===== config.mk =====
export PLATFORM = sky130hd
export DESIGN_NAME = sorted_list_union_merge_flat
export DESIGN_NICKNAME = d
export VERILOG_FILES = /design/src/hdl/slum_pkg.sv /design/src/hdl/slum_if.sv /design/src/hdl/slum_ram.sv /design/src/hdl/slum_cmp.sv /design/src/hdl/sorted_list_union_merge.sv /design/src/flat_wrapper.sv
export SDC_FILE = /design/constraint.sdc
export NUM_CORES = 2
export LEC_CHECK = 0
export BUFFER_PORTS_ARGS = -buffer_cell sky130_fd_sc_hd__buf_2
export CORE_MARGIN = 10
export CORE_UTILIZATION = 61
export DETAILED_ROUTE_END_ITERATION = 7
export PLACE_DENSITY = 0.83
export RECOVER_POWER = 25
export SYNTH_ARGS = -nofsm -noshare
export SYNTH_HDL_FRONTEND = slang
export SYNTH_HIERARCHICAL = 1
export SYNTH_SLANG_ARGS = --single-unit

===== constraint.sdc =====
create_clock -name i_clk -period 11.6 [get_ports i_clk]
set_clock_uncertainty 0.1 [all_clocks]
set_input_delay 2.32 -clock i_clk [delete_from_list [all_inputs] [get_ports i_clk]]
set_output_delay 2.32 -clock i_clk [all_outputs]
set_load 0.005 [all_outputs]

===== src/hdl/slum_pkg.sv =====
// Shared types and constants for the sorted-list union merge block.
package slum_pkg;

    localparam int DATA_W         = 32;
    localparam int ACTION_W       = 2;
    localparam int LIST_DEPTH_DEF = 32;

    typedef enum logic [ACTION_W-1:0] {
        ACT_LOAD_A = 2'd0,
        ACT_LOAD_B = 2'd1,
        ACT_RUN    = 2'd2
    } t_action;

    typedef struct packed {
        logic lt;
        logic eq;
    } t_cmp_res;

endpackage


===== src/hdl/slum_if.sv =====
// Handshake interfaces for the input and result channels.
interface slum_in_if;
    logic                                valid;
    logic                                ready;
    logic [slum_pkg::ACTION_W-1:0]       action;
    logic signed [slum_pkg::DATA_W-1:0]  value;

    modport source (output valid, output action, output value, input ready);
    modport sink   (input valid, input action, input value, output ready);
endinterface

interface slum_out_if;
    logic                                valid;
    logic                                ready;
    logic signed [slum_pkg::DATA_W-1:0]  union_value;
    logic                                last;
    logic                                empty_res;
    logic                                overflow;

    modport source (output valid, output union_value, output last, output empty_res,
                    output overflow, input ready);
    modport sink   (input valid, input union_value, input last, input empty_res,
                    input overflow, output ready);
endinterface


===== src/hdl/slum_ram.sv =====
// Generic single-write, single-read RAM with registered read data.
module slum_ram #(
    parameter int WIDTH = 32,
    parameter int DEPTH = 32,
    parameter int AW    = (DEPTH > 1) ? $clog2(DEPTH) : 1
) (
    input  logic             i_clk,
    input  logic             i_we,
    input  logic [AW-1:0]    i_waddr,
    input  logic [WIDTH-1:0] i_wdata,
    input  logic [AW-1:0]    i_raddr,
    output logic [WIDTH-1:0] o_rdata
);
    logic [WIDTH-1:0] r_mem [DEPTH];
    logic [WIDTH-1:0] r_rdata;

    always_ff @(posedge i_clk) begin
        if (i_we) begin
            r_mem[i_waddr] <= i_wdata;
        end
        r_rdata <= r_mem[i_raddr];
    end

    assign o_rdata = r_rdata;
endmodule


===== src/hdl/slum_cmp.sv =====
// Shared signed compare unit: less-than and equality of two words.
module slum_cmp (
    input  logic signed [slum_pkg::DATA_W-1:0] i_x,
    input  logic signed [slum_pkg::DATA_W-1:0] i_y,
    output slum_pkg::t_cmp_res                 o_res
);
    import slum_pkg::*;

    always_comb begin
        o_res.lt = (i_x < i_y);
        o_res.eq = (i_x == i_y);
    end
endmodule


===== src/hdl/sorted_list_union_merge.sv =====
// Top level: two list stores, a merge sequencer and one shared compare unit.
//
//  Channel | Dir | Handshake       | Payload
//  i_in    | in  | valid / ready   | action[1:0], value[31:0] signed
//  o_out   | out | valid / ready   | union_value[31:0] signed, last, empty_res, overflow
//
// A load is accepted while idle and the block stays ready. A run walks both stores
// with one compare unit, used up to three times a step: FETCH reads both stores,
// CHK_A skips a duplicate in the first list, CHK_B one in the second, ORDER emits
// the smaller head, and DONE closes the run. Ready is low for the whole run. A
// stalled result port holds the sequencer only when a new value is ready to move
// into the still occupied output register.
// Reset clears counts, drop flag and sequencer; store contents are not cleared.
module sorted_list_union_merge #(
    parameter int LIST_DEPTH = slum_pkg::LIST_DEPTH_DEF
) (
    input  logic          i_clk,
    input  logic          i_rst_n,
    slum_in_if.sink       i_in,
    slum_out_if.source    o_out
);
    import slum_pkg::*;

    localparam int AW = (LIST_DEPTH > 1) ? $clog2(LIST_DEPTH) : 1;
    localparam int CW = $clog2(LIST_DEPTH + 1);

    typedef enum logic [2:0] {
        ST_IDLE,
        ST_FETCH,
        ST_CHK_A,
        ST_CHK_B,
        ST_ORDER,
        ST_DONE
    } t_state;

    t_state r_state, n_state;
    logic [CW-1:0] r_cnt_a, n_cnt_a, r_cnt_b, n_cnt_b;
    logic [CW-1:0] r_i, n_i, r_j, n_j;
    logic          r_drop, n_drop;
    logic          r_pend_v, n_pend_v;
    logic          r_out_v, n_out_v;
    logic signed [DATA_W-1:0] r_pend, n_pend;
    logic signed [DATA_W-1:0] r_prev_a, n_prev_a, r_prev_b, n_prev_b;
    logic signed [DATA_W-1:0] r_out_val, n_out_val;
    logic          r_out_last, n_out_last, r_out_empty, n_out_empty, r_out_ovf, n_out_ovf;

    logic                     we_a, we_b;
    logic signed [DATA_W-1:0] rd_a, rd_b;
    logic signed [DATA_W-1:0] cmp_x, cmp_y;
    t_cmp_res                 cmp;
    logic                     avail_a, avail_b, out_free, accept;

    slum_ram #(.WIDTH(DATA_W), .DEPTH(LIST_DEPTH)) u_ram_a (
        .i_clk   (i_clk),
        .i_we    (we_a),
        .i_waddr (r_cnt_a[AW-1:0]),
        .i_wdata (i_in.value),
        .i_raddr (r_i[AW-1:0]),
        .o_rdata (rd_a)
    );

    slum_ram #(.WIDTH(DATA_W), .DEPTH(LIST_DEPTH)) u_ram_b (
        .i_clk   (i_clk),
        .i_we    (we_b),
        .i_waddr (r_cnt_b[AW-1:0]),
        .i_wdata (i_in.value),
        .i_raddr (r_j[AW-1:0]),
        .o_rdata (rd_b)
    );

    // The sequencer steers both operands of the one compare unit.
    always_comb begin
        cmp_x = rd_a;
        cmp_y = rd_b;
        unique case (r_state)
            ST_CHK_A: cmp_y = r_prev_a;
            ST_CHK_B: begin
                cmp_x = rd_b;
                cmp_y = r_prev_b;
            end
            default: ;
        endcase
    end

    slum_cmp u_cmp (
        .i_x   (cmp_x),
        .i_y   (cmp_y),
        .o_res (cmp)
    );

    assign avail_a  = (r_i < r_cnt_a);
    assign avail_b  = (r_j < r_cnt_b);
    assign out_free = !r_out_v || o_out.ready;
    assign accept   = i_in.valid && (r_state == ST_IDLE);

    always_comb begin
        n_state     = r_state;
        n_cnt_a     = r_cnt_a;
        n_cnt_b     = r_cnt_b;
        n_i         = r_i;
        n_j         = r_j;
        n_drop      = r_drop;
        n_pend_v    = r_pend_v;
        n_pend      = r_pend;
        n_prev_a    = r_prev_a;
        n_prev_b    = r_prev_b;
        n_out_v     = r_out_v && !o_out.ready;
        n_out_val   = r_out_val;
        n_out_last  = r_out_last;
        n_out_empty = r_out_empty;
        n_out_ovf   = r_out_ovf;
        we_a        = 1'b0;
        we_b        = 1'b0;

        unique case (r_state)
            ST_IDLE: begin
                if (accept) begin
                    case (i_in.action)
                        ACT_LOAD_A: begin
                            if (r_cnt_a < CW'(LIST_DEPTH)) begin
                                we_a    = 1'b1;
                                n_cnt_a = r_cnt_a + CW'(1);
                            end else begin
                                n_drop = 1'b1;
                            end
                        end
                        ACT_LOAD_B: begin
                            if (r_cnt_b < CW'(LIST_DEPTH)) begin
                                we_b    = 1'b1;
                                n_cnt_b = r_cnt_b + CW'(1);
                            end else begin
                                n_drop = 1'b1;
                            end
                        end
                        ACT_RUN: begin
                            n_i     = '0;
                            n_j     = '0;
                            n_state = ST_FETCH;
                        end
                        default: ;
                    endcase
                end
            end
            ST_FETCH: n_state = ST_CHK_A;
            ST_CHK_A: begin
                // An element equal to its predecessor in the same list is skipped.
                if (avail_a && (r_i != '0) && cmp.eq) begin
                    n_i     = r_i + CW'(1);
                    n_state = ST_FETCH;
                end else begin
                    n_state = ST_CHK_B;
                end
            end
            ST_CHK_B: begin
                if (avail_b && (r_j != '0) && cmp.eq) begin
                    n_j     = r_j + CW'(1);
                    n_state = ST_FETCH;
                end else if (!avail_a && !avail_b) begin
                    n_state = ST_DONE;
                end else begin
                    n_state = ST_ORDER;
                end
            end
            ST_ORDER: begin
                // The newest value waits in the pending slot until the next one
                // shows whether it is the last of the run.
                if (!r_pend_v || out_free) begin
                    if (r_pend_v) begin
                        n_out_v     = 1'b1;
                        n_out_val   = r_pend;
                        n_out_last  = 1'b0;
                        n_out_empty = 1'b0;
                        n_out_ovf   = r_drop;
                    end
                    n_pend_v = 1'b1;
                    n_state  = ST_FETCH;
                    if (avail_a && (!avail_b || cmp.lt || cmp.eq)) begin
                        n_pend   = rd_a;
                        n_prev_a = rd_a;
                        n_i      = r_i + CW'(1);
                        if (avail_b && cmp.eq) begin
                            n_prev_b = rd_b;
                            n_j      = r_j + CW'(1);
                        end
                    end else begin
                        n_pend   = rd_b;
                        n_prev_b = rd_b;
                        n_j      = r_j + CW'(1);
                    end
                end
            end
            ST_DONE: begin
                if (out_free) begin
                    n_out_v     = 1'b1;
                    n_out_val   = r_pend_v ? r_pend : '0;
                    n_out_last  = 1'b1;
                    n_out_empty = !r_pend_v;
                    n_out_ovf   = r_drop;
                    n_pend_v    = 1'b0;
                    n_cnt_a     = '0;
                    n_cnt_b     = '0;
                    n_drop      = 1'b0;
                    n_state     = ST_IDLE;
                end
            end
            default: n_state = ST_IDLE;
        endcase
    end

    always_ff @(posedge i_clk) begin
        if (!i_rst_n) begin
            r_state  <= ST_IDLE;
            r_cnt_a  <= '0;
            r_cnt_b  <= '0;
            r_i      <= '0;
            r_j      <= '0;
            r_drop   <= 1'b0;
            r_pend_v <= 1'b0;
            r_out_v  <= 1'b0;
        end else begin
            r_state  <= n_state;
            r_cnt_a  <= n_cnt_a;
            r_cnt_b  <= n_cnt_b;
            r_i      <= n_i;
            r_j      <= n_j;
            r_drop   <= n_drop;
            r_pend_v <= n_pend_v;
            r_out_v  <= n_out_v;
        end
        r_pend      <= n_pend;
        r_prev_a    <= n_prev_a;
        r_prev_b    <= n_prev_b;
        r_out_val   <= n_out_val;
        r_out_last  <= n_out_last;
        r_out_empty <= n_out_empty;
        r_out_ovf   <= n_out_ovf;
    end

    assign i_in.ready        = (r_state == ST_IDLE);
    assign o_out.valid       = r_out_v;
    assign o_out.union_value = r_out_val;
    assign o_out.last        = r_out_last;
    assign o_out.empty_res   = r_out_empty;
    assign o_out.overflow    = r_out_ovf;
endmodule


===== src/flat_wrapper.sv =====
// flat-port wrapper written by rule: the top's interface ports become plain ports
module sorted_list_union_merge_flat import slum_pkg::*;
#(
    parameter int LIST_DEPTH = slum_pkg::LIST_DEPTH_DEF
)
  (i_clk, i_rst_n, i_in_valid, i_in_action, i_in_value, i_in_ready, o_out_valid, o_out_union_value, o_out_last, o_out_empty_res, o_out_overflow, o_out_ready);
  slum_in_if i_in_i ();
  slum_out_if o_out_i ();
  input  logic i_clk;
  input  logic i_rst_n;
  input wire logic [$bits(i_in_i.valid)-1:0] i_in_valid;
  input wire logic [$bits(i_in_i.action)-1:0] i_in_action;
  input wire logic [$bits(i_in_i.value)-1:0] i_in_value;
  output wire logic [$bits(i_in_i.ready)-1:0] i_in_ready;
  output wire logic [$bits(o_out_i.valid)-1:0] o_out_valid;
  output wire logic [$bits(o_out_i.union_value)-1:0] o_out_union_value;
  output wire logic [$bits(o_out_i.last)-1:0] o_out_last;
  output wire logic [$bits(o_out_i.empty_res)-1:0] o_out_empty_res;
  output wire logic [$bits(o_out_i.overflow)-1:0] o_out_overflow;
  input wire logic [$bits(o_out_i.ready)-1:0] o_out_ready;
  assign i_in_i.valid = i_in_valid;
  assign i_in_i.action = i_in_action;
  assign i_in_i.value = i_in_value;
  assign i_in_ready = i_in_i.ready;
  assign o_out_valid = o_out_i.valid;
  assign o_out_union_value = o_out_i.union_value;
  assign o_out_last = o_out_i.last;
  assign o_out_empty_res = o_out_i.empty_res;
  assign o_out_overflow = o_out_i.overflow;
  assign o_out_i.ready = o_out_ready;
  sorted_list_union_merge #(.LIST_DEPTH(LIST_DEPTH)) u_core (.i_clk(i_clk), .i_rst_n(i_rst_n), .i_in(i_in_i), .o_out(o_out_i));
endmodule

==> results.cfg <==
[clock_tree]
clock-root-buffer = clkbuf_16
cts_buffers = 208
post-cts-setup-buffer-count = 0
cts_buffer_depth = 3
ctsHtreeMaxLevel = 4
cts_tree = yes
cts.clk_slew.worst_paths_ns = 0.06
cts_hold_buf = 0
worstSkewPairLatency_ns = 0.86
cts_resized = 0
clock-sinks = 2273

[sta]
hold_violations = 0
worstMarginPinSlew_ns = 4.484
fmax_mhz = 138.3
rsz0062_at_grt = false
slew_headroom_pct = -199.0
hold_ws_ns = 0.3359
slew_viol_final = 1902
finalCriticalPeriod_ns = 7.231
setup_viol = 0
fin_crit_sh_pct = 62.33
fin_setup_tns_ns = 0

[detailed_routing]
firstDrtPassIters = 6
post-route-drc-count = 0
viasPerCell = 6.619
drtIter0Drc = 6589
num_vias = 49217
antenna_left = 0
post_drt_wl_per_cell_um = 29.87
drt-total-wl_um = 222100

[global_route]
overflow = 0
grt_util_all_layers_pct = 26.70
grt_pass1_vias = 47544
grt_max_degree = 127
grt_antenna_before_repair = 9
grt_pass1_wl_um = 318400

[floorplanning]
die_x_um = 402.7
die_area_um2 = 162200
die_h_um = 402.7
coreArea_um2 = 145600
start_util_pct = 61.37
ioPinCount = 75
placementRows = 140

[synth]
synthFlopType = edfxtp_1
synth_area_leader_cell = edfxtp_1
synth_fa_ha_area_share_pct = 0.6723
syn_inst = 5293
syn-cell-area_um2 = 89330
ys_warn_count = 6
synthXorXnorAreaFrac_pct = 0.05883
syn-num-nets = 5379
synthMuxAreaShare_pct = 12.28
yosysMostFrequentCell = edfxtp_1
synth_compound_area_share_pct = 5.240
ys_types = 68
synth_common_cells = edfxtp_1 (2179), mux2i_1 (1060), nand2_1 (356)
async_flop_share_pct = 0
ys_seq_area_share_pct = 75.35
synth_area_leaders = edfxtp_1 (73%), mux2i_1 (12%), dfxtp_1 (2.1%)
synth_edf_count = 2179
synth_top_family_by_area = multiplexers
syn_avg_cell_area_um2 = 16.88
ys_ff_latch = 2273
synth_top_area_share_pct = 73.25
yosys.area_share.simple_pct = 4.326

[power_and_ir_drop]
swShare_pct = 21.81
combinationalPowerShare_pct = 6.5
internal_power_mw = 13.19
peakVddDrop_v = 0.0001332
power.leakage_nw = 29.72
clkPwrFrac_pct = 39.3
seqPwrFrac_pct = 54.2
p_total_mw = 16.86
power_density_nw_per_um2 = 172.2
p_switching_mw = 3.677

[final_layout]
finalNetCount = 5422
drive_gt1_share_pct = 9.360
syn_to_final_growth_pct = 9.657
nFillCells = 9023
final_util_pct = 67.30

[setup_path]
critPathRequiredTime_ns = 11.94
critPathLaunch = u_core/r_state[0]
max_stage_delay_ns = 2.12
slowest_stage = clkbuf_1
startpoint_type = flip-flop
worstSetupPathType = flip-flop to flip-flop
r2r_start = u_core/r_state[0]
path_cells = clkbuf_1, inv_1, nor2_2, buf_4, nand2_1, nand2_1, ha_1, nand4_1, nor4_1, o31a_1, o22ai_2, nor2_1, a21o_1, buf_4, inv_1, a21oi_4
arrival_ns = 7.57
end_kind = flip-flop
critical_path.max_fanout = 44

[run_status]
failed_checks = capacitance limit, slew limit
status = finished, violations left

[hold_path]
hold_path_class = flip-flop to flip-flop
hp-start = u_core/r_drop

[placed_design]
gp_congestion = 0.8983
io_buffers = 74
dp_hpwl_um = 125700

[job]
cap_violations = 30
-- power groups by stage --
stage	clock [mW]	combinational, mW	sequential [mW]
floorplan	0	0.697	9.25
global placement	0	1.04	9.29
detailed placement	0	1.06	9.29
CTS	6.69	1.07	9.11
global route	7.01	1.16	9.13
finish	6.64	1.09	9.13
-- per-layer routing --
metal	wire length [um]	track usage [%]	vias up	part of all wire (%)
li1	-	-	20796	-
met5	35	0	-	0.016
met1	82880	37.12	24708	37
met4	9395	10.89	6	4.2
met3	28440	7.074	437	13
met2	101400	40.28	3270	46
-- cells in the final DEF (no fill, tap or decap), drive strengths merged, types with 4 or more instances in the layout --
master  Yosys  routed
and2       10      10
or3b        7       7
diode       0       6
nand3     216     216
a21o        6       6
a21boi      5       5
nand4b      4       4
o211ai      4       4
mux2       32      32
ha         48      48
nor3       66      66
xnor2       6       6
inv        54      64
nand4      11      11
a22oi     193     193
bufinv      0      13
nand2b     10      10
o22ai       5       5
nand3b     11      11
a21oi     217     217
o21ai      46      46
nor4        4       4
clkinv      0      95
or3         4       4
a31oi      66      66
buf       174      86
a22o      128     128
mux2i    1060    1060
nor2       90      90
edfxtp   2179    2179
nand2     356     356
nor2b      40      40
dfxtp      94      94
clkbuf    111     299
-- critical path, delay by kind of cell (launching register included) --
family	cells	cell delay (ns)
AOI/OAI and AO/OA	4	1.38
adders and majority gates	1	0.18
buffers and inverters	5	3.55
and+or+nand+nor	6	1.28
DFF	1	0.31
-- final timing paths --
path	endpoint	slack, ns	depth (start not counted)
hold reg to reg	u_core/o_out.overflow	0.34	0
setup reg to reg	u_core/r_prev_b[18]	4.37	16
setup / recovery	u_core/r_prev_b[18]	4.37	16
hold / removal	u_core/o_out.overflow	0.34	0
-- final cells by class --
type	count	area, um^2	share of cell area [%]
Sequential cell	2273	67320	68.73
Multi-Input combinational cell	2681	20720	21.16
Clock buffer	267	5678	5.796
Tap cell	1917	2399	2.448
Clock inverter	120	935.9	0.9554
Timing Repair Buffer	118	683.2	0.6974
Inverter	54	202.7	0.2069
Antenna cell	6	15.01	0.01533
-- sequential cells by signal, indices dropped and copies added, names as in the netlist, 3 cells and up --
signal,count
u_core/r_j,6
u_core/r_cnt_a,6
u_core/u_ram_b/o_rdata,32
u_core/u_ram_a/o_rdata,32
u_core/r_pend,32
u_core/r_prev_a,32
u_core/r_state,3
u_core/u_ram_b/r_mem,1024
u_core/o_out.union_value,32
u_core/r_prev_b,32
u_core/r_cnt_b,6
u_core/r_i,6
u_core/u_ram_a/r_mem,1024
-- through the flow --
step / instances / setup slack (ns) / cell area, um^2
6_report: 7436 / 4.369 / 97960
5_1_grt: 7430 / 3.904 / 97950
4_1_cts: 7430 / 6.014 / 98070
3_5_place_dp: 7043 / 5.745 / 91460
3_3_place_gp: 7043 / 5.846 / 91460
2_1_floorplan: 5293 / 6.250 / 89330
-- cells by family after synthesis --
| logic type | Yosys count |
|---|---|
| flops | 2273 |
| mux | 1092 |
| simple gates | 841 |
| compound gates | 694 |
| buf+inv | 339 |
| fa+ha+maj | 48 |
| xor+xnor | 6 |
Power figures use the tool's default switching activity.
